**src/design/rdsm_pkg.sv**
```systemverilog
package rdsm_pkg;

  // Default depth of the pattern store
  localparam int MAX_TOKENS_DEF = 16;

  // Field widths of the item
  localparam int INDEX_W  = 4;
  localparam int CHAR_W   = 8;
  localparam int LENGTH_W = 5;
  localparam int S_DATA_W = 24;
  localparam int M_DATA_W = 8;

  // Item kinds carried in s_tuser
  localparam logic OP_LOAD = 1'b0;
  localparam logic OP_TEXT = 1'b1;

  // One pattern token: a literal byte or a dot, optionally starred
  typedef struct packed {
    logic              star;
    logic              any;
    logic [CHAR_W-1:0] char_val;
  } token_t;

endpackage

```
**src/design/rdsm_nfa_step.sv**
```systemverilog
module rdsm_nfa_step #(
  parameter int MAX_TOKENS = rdsm_pkg::MAX_TOKENS_DEF
) (
  input  logic [MAX_TOKENS:0]                      active,
  input  rdsm_pkg::token_t [MAX_TOKENS-1:0]        tokens,
  input  logic [rdsm_pkg::LENGTH_W-1:0]            pattern_length,
  input  logic [rdsm_pkg::CHAR_W-1:0]              text_char,
  input  logic                                     text_valid,
  output logic [MAX_TOKENS:0]                      active_next,
  output logic                                     matched
);

  logic [MAX_TOKENS:0]   en;       // position lies within the pattern
  logic [MAX_TOKENS:0]   end_pos;  // position is the pattern end
  logic [MAX_TOKENS:0]   closed;
  logic [MAX_TOKENS:0]   raw;
  logic [MAX_TOKENS:0]   stepped;
  logic [MAX_TOKENS-1:0] hit;

  // Position masks; a length beyond the store acts as the full store
  always_comb begin
    for (int k = 0; k <= MAX_TOKENS; k++) begin
      en[k]      = (k <= int'(pattern_length));
      end_pos[k] = (k == int'(pattern_length)) ||
                   ((k == MAX_TOKENS) && (int'(pattern_length) > MAX_TOKENS));
    end
  end

  // Closure of the held set across starred tokens under the current pattern
  always_comb begin
    closed[0] = active[0];
    for (int k = 1; k <= MAX_TOKENS; k++) begin
      closed[k] = en[k] & (active[k] | (closed[k-1] & tokens[k-1].star));
    end
  end

  // Consume one byte: starred tokens stay put, others advance
  always_comb begin
    raw = '0;
    for (int k = 0; k < MAX_TOKENS; k++) begin
      hit[k] = tokens[k].any || (tokens[k].char_val == text_char);
      if (en[k+1] && closed[k] && hit[k]) begin
        if (tokens[k].star) begin
          raw[k] = 1'b1;
        end else begin
          raw[k+1] = 1'b1;
        end
      end
    end
  end

  // Closure after the step
  always_comb begin
    stepped[0] = raw[0];
    for (int k = 1; k <= MAX_TOKENS; k++) begin
      stepped[k] = en[k] & (raw[k] | (stepped[k-1] & tokens[k-1].star));
    end
  end

  assign active_next = text_valid ? stepped : closed;
  assign matched     = |(active_next & end_pos);

endmodule

```
**src/design/regex_dot_star_matcher_unit.sv**
```systemverilog
// Whole-text matcher for patterns of literal bytes and dots, each optionally
// starred. Usage:
//   - Write the token count on cfg_we/cfg_wdata while the block is idle.
//   - Load tokens with s_tuser = load (index, byte, dot and star flags in
//     s_tdata); loads give no result.
//   - Stream text items with s_tuser = text; s_tlast marks the final item of
//     the text. An item without a byte (text_valid low) and s_tlast high
//     checks the empty text.
//   - One result item (match flag in m_tdata[0]) comes out per text.
// A final text item is taken into the input register and then into the
// result register, whose valid flag drives m_tvalid.
// Throughput: one item per cycle while s_tready is high; the set of active
// positions is updated by a single pass of parallel closure and step logic
// between the input register and the state/result registers.
// Reset clears the token count and sets the active set to the start position;
// the pattern store holds no value until loaded.
// When m_tready is low a pending result holds; the input register keeps
// accepting loads and non-final text items, and s_tready drops only when a
// final text item waits behind an untaken result.
module regex_dot_star_matcher_unit #(
  parameter int MAX_TOKENS = rdsm_pkg::MAX_TOKENS_DEF
) (
  input  logic                               clk,
  input  logic                               rst,
  // Configuration: token count in use
  input  logic                               cfg_we,
  input  logic [rdsm_pkg::LENGTH_W-1:0]      cfg_wdata,
  // Input items
  input  logic                               s_tvalid,
  output logic                               s_tready,
  // token_index[3:0], token_char[11:4], token_any[12], token_star[13],
  // text_char[21:14], text_valid[22], zero[23]
  input  logic [rdsm_pkg::S_DATA_W-1:0]      s_tdata,
  input  logic                               s_tuser,  // op[0]
  input  logic                               s_tlast,  // text_last
  // Result items
  output logic                               m_tvalid,
  input  logic                               m_tready,
  output logic [rdsm_pkg::M_DATA_W-1:0]      m_tdata   // matched[0], zero[7:1]
);

  // Input register
  logic                              s1_valid;
  logic                              s1_op;
  logic [rdsm_pkg::INDEX_W-1:0]      s1_index;
  logic [rdsm_pkg::CHAR_W-1:0]       s1_tok_char;
  logic                              s1_tok_any;
  logic                              s1_tok_star;
  logic [rdsm_pkg::CHAR_W-1:0]       s1_text_char;
  logic                              s1_text_valid;
  logic                              s1_last;
  logic                              s1_fire;
  logic                              s1_result;

  // State
  logic [rdsm_pkg::LENGTH_W-1:0]     pattern_length;
  rdsm_pkg::token_t [MAX_TOKENS-1:0] tokens;
  logic [MAX_TOKENS:0]               active;
  logic [MAX_TOKENS:0]               active_next;
  logic [MAX_TOKENS:0]               start_set;
  logic                              step_matched;

  // Result register
  logic                              out_valid;
  logic                              out_matched;

  assign start_set = {{MAX_TOKENS{1'b0}}, 1'b1};

  // Handshake: a final text item needs room in the result register
  assign s1_result = (s1_op == rdsm_pkg::OP_TEXT) && s1_last;
  assign s1_fire   = s1_valid && (!s1_result || !out_valid || m_tready);
  assign s_tready  = !s1_valid || s1_fire;

  always_ff @(posedge clk) begin
    if (rst) begin
      s1_valid <= 1'b0;
    end else if (s_tready) begin
      s1_valid <= s_tvalid;
    end
  end

  always_ff @(posedge clk) begin
    if (s_tvalid && s_tready) begin
      s1_op         <= s_tuser;
      s1_index      <= s_tdata[3:0];
      s1_tok_char   <= s_tdata[11:4];
      s1_tok_any    <= s_tdata[12];
      s1_tok_star   <= s_tdata[13];
      s1_text_char  <= s_tdata[21:14];
      s1_text_valid <= s_tdata[22];
      s1_last       <= s_tlast;
    end
  end

  // Token count register
  always_ff @(posedge clk) begin
    if (rst) begin
      pattern_length <= '0;
    end else if (cfg_we) begin
      pattern_length <= cfg_wdata;
    end
  end

  // Pattern store; an index past the store is dropped
  always_ff @(posedge clk) begin
    for (int k = 0; k < MAX_TOKENS; k++) begin
      if (s1_fire && (s1_op == rdsm_pkg::OP_LOAD) && (int'(s1_index) == k)) begin
        tokens[k].char_val <= s1_tok_char;
        tokens[k].any      <= s1_tok_any;
        tokens[k].star     <= s1_tok_star;
      end
    end
  end

  rdsm_nfa_step #(
    .MAX_TOKENS (MAX_TOKENS)
  ) u_step (
    .active         (active),
    .tokens         (tokens),
    .pattern_length (pattern_length),
    .text_char      (s1_text_char),
    .text_valid     (s1_text_valid),
    .active_next    (active_next),
    .matched        (step_matched)
  );

  // Active set: back to the start after the final item of a text
  always_ff @(posedge clk) begin
    if (rst) begin
      active <= start_set;
    end else if (s1_fire && (s1_op == rdsm_pkg::OP_TEXT)) begin
      active <= s1_last ? start_set : active_next;
    end
  end

  // Result register
  always_ff @(posedge clk) begin
    if (rst) begin
      out_valid <= 1'b0;
    end else if (s1_fire && s1_result) begin
      out_valid <= 1'b1;
    end else if (m_tready) begin
      out_valid <= 1'b0;
    end
  end

  always_ff @(posedge clk) begin
    if (s1_fire && s1_result) begin
      out_matched <= step_matched;
    end
  end

  assign m_tvalid = out_valid;
  assign m_tdata  = {{(rdsm_pkg::M_DATA_W-1){1'b0}}, out_matched};

endmodule
```
**config.mk**
```make
export PLATFORM = sky130hd
export DESIGN_NAME = regex_dot_star_matcher_unit
export DESIGN_NICKNAME = d
export VERILOG_FILES = /design/src/design/rdsm_pkg.sv /design/src/design/rdsm_nfa_step.sv /design/src/design/regex_dot_star_matcher_unit.sv
export SDC_FILE = /design/constraint.sdc
export NUM_CORES = 1
export LEC_CHECK = 0
export BUFFER_PORTS_ARGS = -buffer_cell sky130_fd_sc_hd__buf_2
export CAP_MARGIN = 25
export CORE_MARGIN = 4
export CORE_UTILIZATION = 40
export CTS_BUF_LIST = sky130_fd_sc_hd__clkbuf_8
export DETAILED_ROUTE_END_ITERATION = 16
export GPL_TIMING_DRIVEN = 1
export MAX_ROUTING_LAYER = met4
export PLACE_DENSITY_LB_ADDON = 0.2
export SLEW_MARGIN = 10
export SYNTH_ARGS = -nofsm -noshare
export SYNTH_HDL_FRONTEND = slang
export SYNTH_HIERARCHICAL = 1
export SYNTH_SLANG_ARGS = --single-unit
```
**constraint.sdc**
```tcl
create_clock -name clk -period 3.3 [get_ports clk]
set_input_delay 0.66 -clock clk [delete_from_list [all_inputs] [get_ports clk]]
set_output_delay 0.66 -clock clk [all_outputs]
set_load 0.02 [all_outputs]
```
==> flow_summary_export.csv <==
group,metric,value,unit
routing,routed_wl,24300,µm
layout,num_antenna_cells,0,
logic_synthesis,netlist.area_leader.share,57.3,%
global_routing,grt_use_total,18.7,%
global_routing,antenna_found_initial,0,
die,die_h,164,µm
global_routing,gr-total-overflow,0,
pwr,peakVddDrop,0.000420,V
timing,finalSetupViolations,4,
setup_path,critPathLaunchType,"flip-flop",
clocking,numCtsBuffers,36,
routing,antenna_left,0,
die,die_area,26900,µm²
clocking,clk_latency,0.53,ns
routing,vias,6771,
routing,drc,0,
min_path,hold_depth,1,
timing,fin_crit_sh,114,%
layout,n_fill_cell,2083,
clocking,path_clk_slew,0.06,ns
timing,tightestPinTransition,0.966,ns
setup_path,cp_max_fo,4,
timing,fin_crit,3.76,ns
global_routing,grt_pass1_wl,37500,µm
die,row_count,56,
global_routing,grt.busiest_layer,"met2",
global_routing,grt_util_met1,24.7,%
timing,fin_tns_setup,-1.00,ns
layout,syn_to_final_growth,26.1,%
setup_path,rr_worst_depth,16,
timing,slew_headroom,35.4,%
routing,first_iter_violations,509,
pwr,total_power,5740,µW
clocking,cts_buffer_depth,3,
timing,hold_violations,0,
timing,fin_ws,-0.462,ns
timing,rsz0062_at_grt,"true",
logic_synthesis,avgSynthCellArea,12.4,µm²
run_status,violations,"negative setup slack",
placed_design,gp_congestion,0.879,
setup_path,critPathKind,"reg2reg",
global_routing,grt_max_degree,26,
logic_synthesis,synth-edff-count,186,
logic_synthesis,synth-seq-cells,210,
min_path,hold_class,"in2reg",
logic_synthesis,yosysSeqAreaShare,62.2,%
pwr,p_per_area,467,nW/µm²
placed_design,dp_worst_setup_slack,-0.513,ns
logic_synthesis,yosys_warnings,6,
logic_synthesis,postSynth.asyncResetShare,0,%
logic_synthesis,ys.flop_type,"edfxtp_1",
clocking,cts-root-buf,"clkbuf_8",
placed_design,hpwl,16400,µm
global_routing,grt_use_met3,3.11,%
setup_path,cp.arrival,4.03,ns
logic_synthesis,netlist_area,9750,µm²
routing,wire_per_inst,18.4,µm
die,die_w,164,µm
clocking,tritoncts,"built",
timing,fmax,0.266,GHz
routing,drtPass1Iterations,5,
clocking,cts_hold_buf,0,
die,ioPinCount,46,
routing,viasPerCell,5.12,
die,start_util,41.1,%
clocking,h-tree-depth,2,
logic_synthesis,yosys-top-cells-area,"edfxtp_1 (57%), xor2_1 (10%), dfxtp_1 (4.9%)",
setup_path,cp-end-kind,"flip-flop",
placed_design,port_buffers,37,
logic_synthesis,synth_area_leader_cell,"edfxtp_1",
clocking,cts_sinks,210,
global_routing,grt_pass1_vias,6657,
run_status,status,"finished, violations left",
logic_synthesis,synthCells,786,
global_routing,grtUsageMet2,30.4,%
run,maxCapViolations,0,
timing,hold_slack,0.302,ns
timing,slew_violations,0,
timing,finClkSkew,0.0138,ns
die,core-area,23800,µm²
pwr,leakagePower,0.00456,µW
layout,layout.nets,1012,
layout,drive_gt1_share,30.3,%
setup_path,cp_data_required_time,3.57,ns
logic_synthesis,synth_cell_type_count,68,
[kinds of logic (layout without fill, tap and decap cells)]
family / Yosys count / in the layout / share of synthesized area, %
other: 1 / 7 / 0.0385
AND/OR/NAND/NOR: 221 / 221 / 11.7
flip-flops: 210 / 210 / 62.2
multiplexers: 6 / 6 / 0.616
AO/OA/AOI/OAI: 159 / 159 / 10.9
buffers and inverters: 61 / 272 / 3.02
XOR/XNOR: 128 / 128 / 11.5
[registers in the layout, summed over array words and instances (netlist names)]
name	flops
active	17
m_tvalid	1
out_matched	1
pattern_length	5
s1_index	4
s1_last	1
s1_op	1
s1_text_char	8
s1_text_valid	1
s1_tok_any	1
s1_tok_char	8
s1_tok_star	1
s1_valid	1
tokens	160
[metal layers]
layer | vias to the layer above | wire (µm) | share of wire [%]
met1 | 3305 | 11000 | 46
met5 | - | 0 | 0
met2 | 150 | 11600 | 48
met3 | 40 | 1160 | 4.8
li1 | 3276 | - | -
met4 | 0 | 446 | 1.8
[cells in the final DEF (no fill, tap or decap), drive strengths merged, types with 3 or more instances in the layout]
cell type	n
a211oi	7
inv	26
a31oi	8
nand3	8
o41ai	3
nand2	54
a2111oi	4
o21a	3
conb	7
nor2	57
xor2	112
a21oi	52
nand4	7
dfxtp	24
a211o	4
a31o	3
buf	189
clkbuf	37
o21ai	32
o21bai	4
a22oi	4
nand4b	4
nor4	32
xnor2	16
and3	5
and2	5
nor3	14
nand2b	9
edfxtp	186
clkinv	18
o211ai	6
a21o	7
a311oi	3
or3	6
mux2i	6
or2	7
and3b	3
[Yosys cell counts (all sizes together), types with 14 or more instances]
cell type  count
edfxtp       186
xor2         112
nor2          57
nand2         54
a21oi         52
nor4          32
o21ai         32
buf           29
dfxtp         24
inv           18
xnor2         16
clkbuf        14
nor3          14
[cell type report]
cell class	count	area, µm²	area share [%]
inverters	18	67.6	0.550
clock inverters	28	181	1.48
repair buffers	189	1370	11.2
multi-input cells	521	3690	30.0
flip-flops and latches	210	6080	49.4
clock buffers	37	509	4.14
well taps	319	399	3.25
[timing repair]
| item | CTS | global route |
|---|---|---|
| gates resized for setup | 19 | 47 |
| pin swaps | 15 | 28 |
| buffers inserted | 7 | 10 |
| setup endpoints to repair | 5 | 8 |
[worst paths after layout]
kind                        startpoint                   endpoint  slack (ns)
max reg2reg  s1_text_char[2]$_DFFE_PP_      out_matched$_DFFE_PP_       -0.46
min                        s_tdata[21]  s1_text_char[7]$_DFFE_PP_        0.30
max          s1_text_char[2]$_DFFE_PP_      out_matched$_DFFE_PP_       -0.46
min reg2reg      m_tvalid$_SDFFE_PP0P_      m_tvalid$_SDFFE_PP0P_        0.48
[per-stage QoR]
stage / utilization (%) / cell area (µm²) / instances
floorplan: - / 9780 / 792
CTS: 50.5 / 12000 / 1312
detailed placement: 47.0 / 11200 / 1240
finish: 51.7 / 12300 / 1322
global placement: 47.0 / 11200 / 1240
global route: 51.7 / 12300 / 1322
[worst max-delay path, stage by stage (launching register included)]
cell       delay [ns]
edfxtp_1         0.49
buf_6            0.18
buf_4            0.13
xor2_1           0.14
nor4_1           0.07
a21oi_1          0.15
buf_4            0.17
nor3_1           0.05
a22oi_1          0.15
o211ai_1         0.20
buf_4            0.19
a311oi_1         0.41
a2bb2oi_1        0.30
o21bai_1         0.11
a311oi_2         0.29
nand4_1          0.14
or3_1            0.35
[power by group]
group	leakage (µW)	total (µW)	internal, µW	switching [µW]
Sequential	0.00189	2990	2930	62.4
Combinational	0.00228	456	207	249
Clock	0.000383	2300	1220	1080
(Power assumes the default switching activity.)
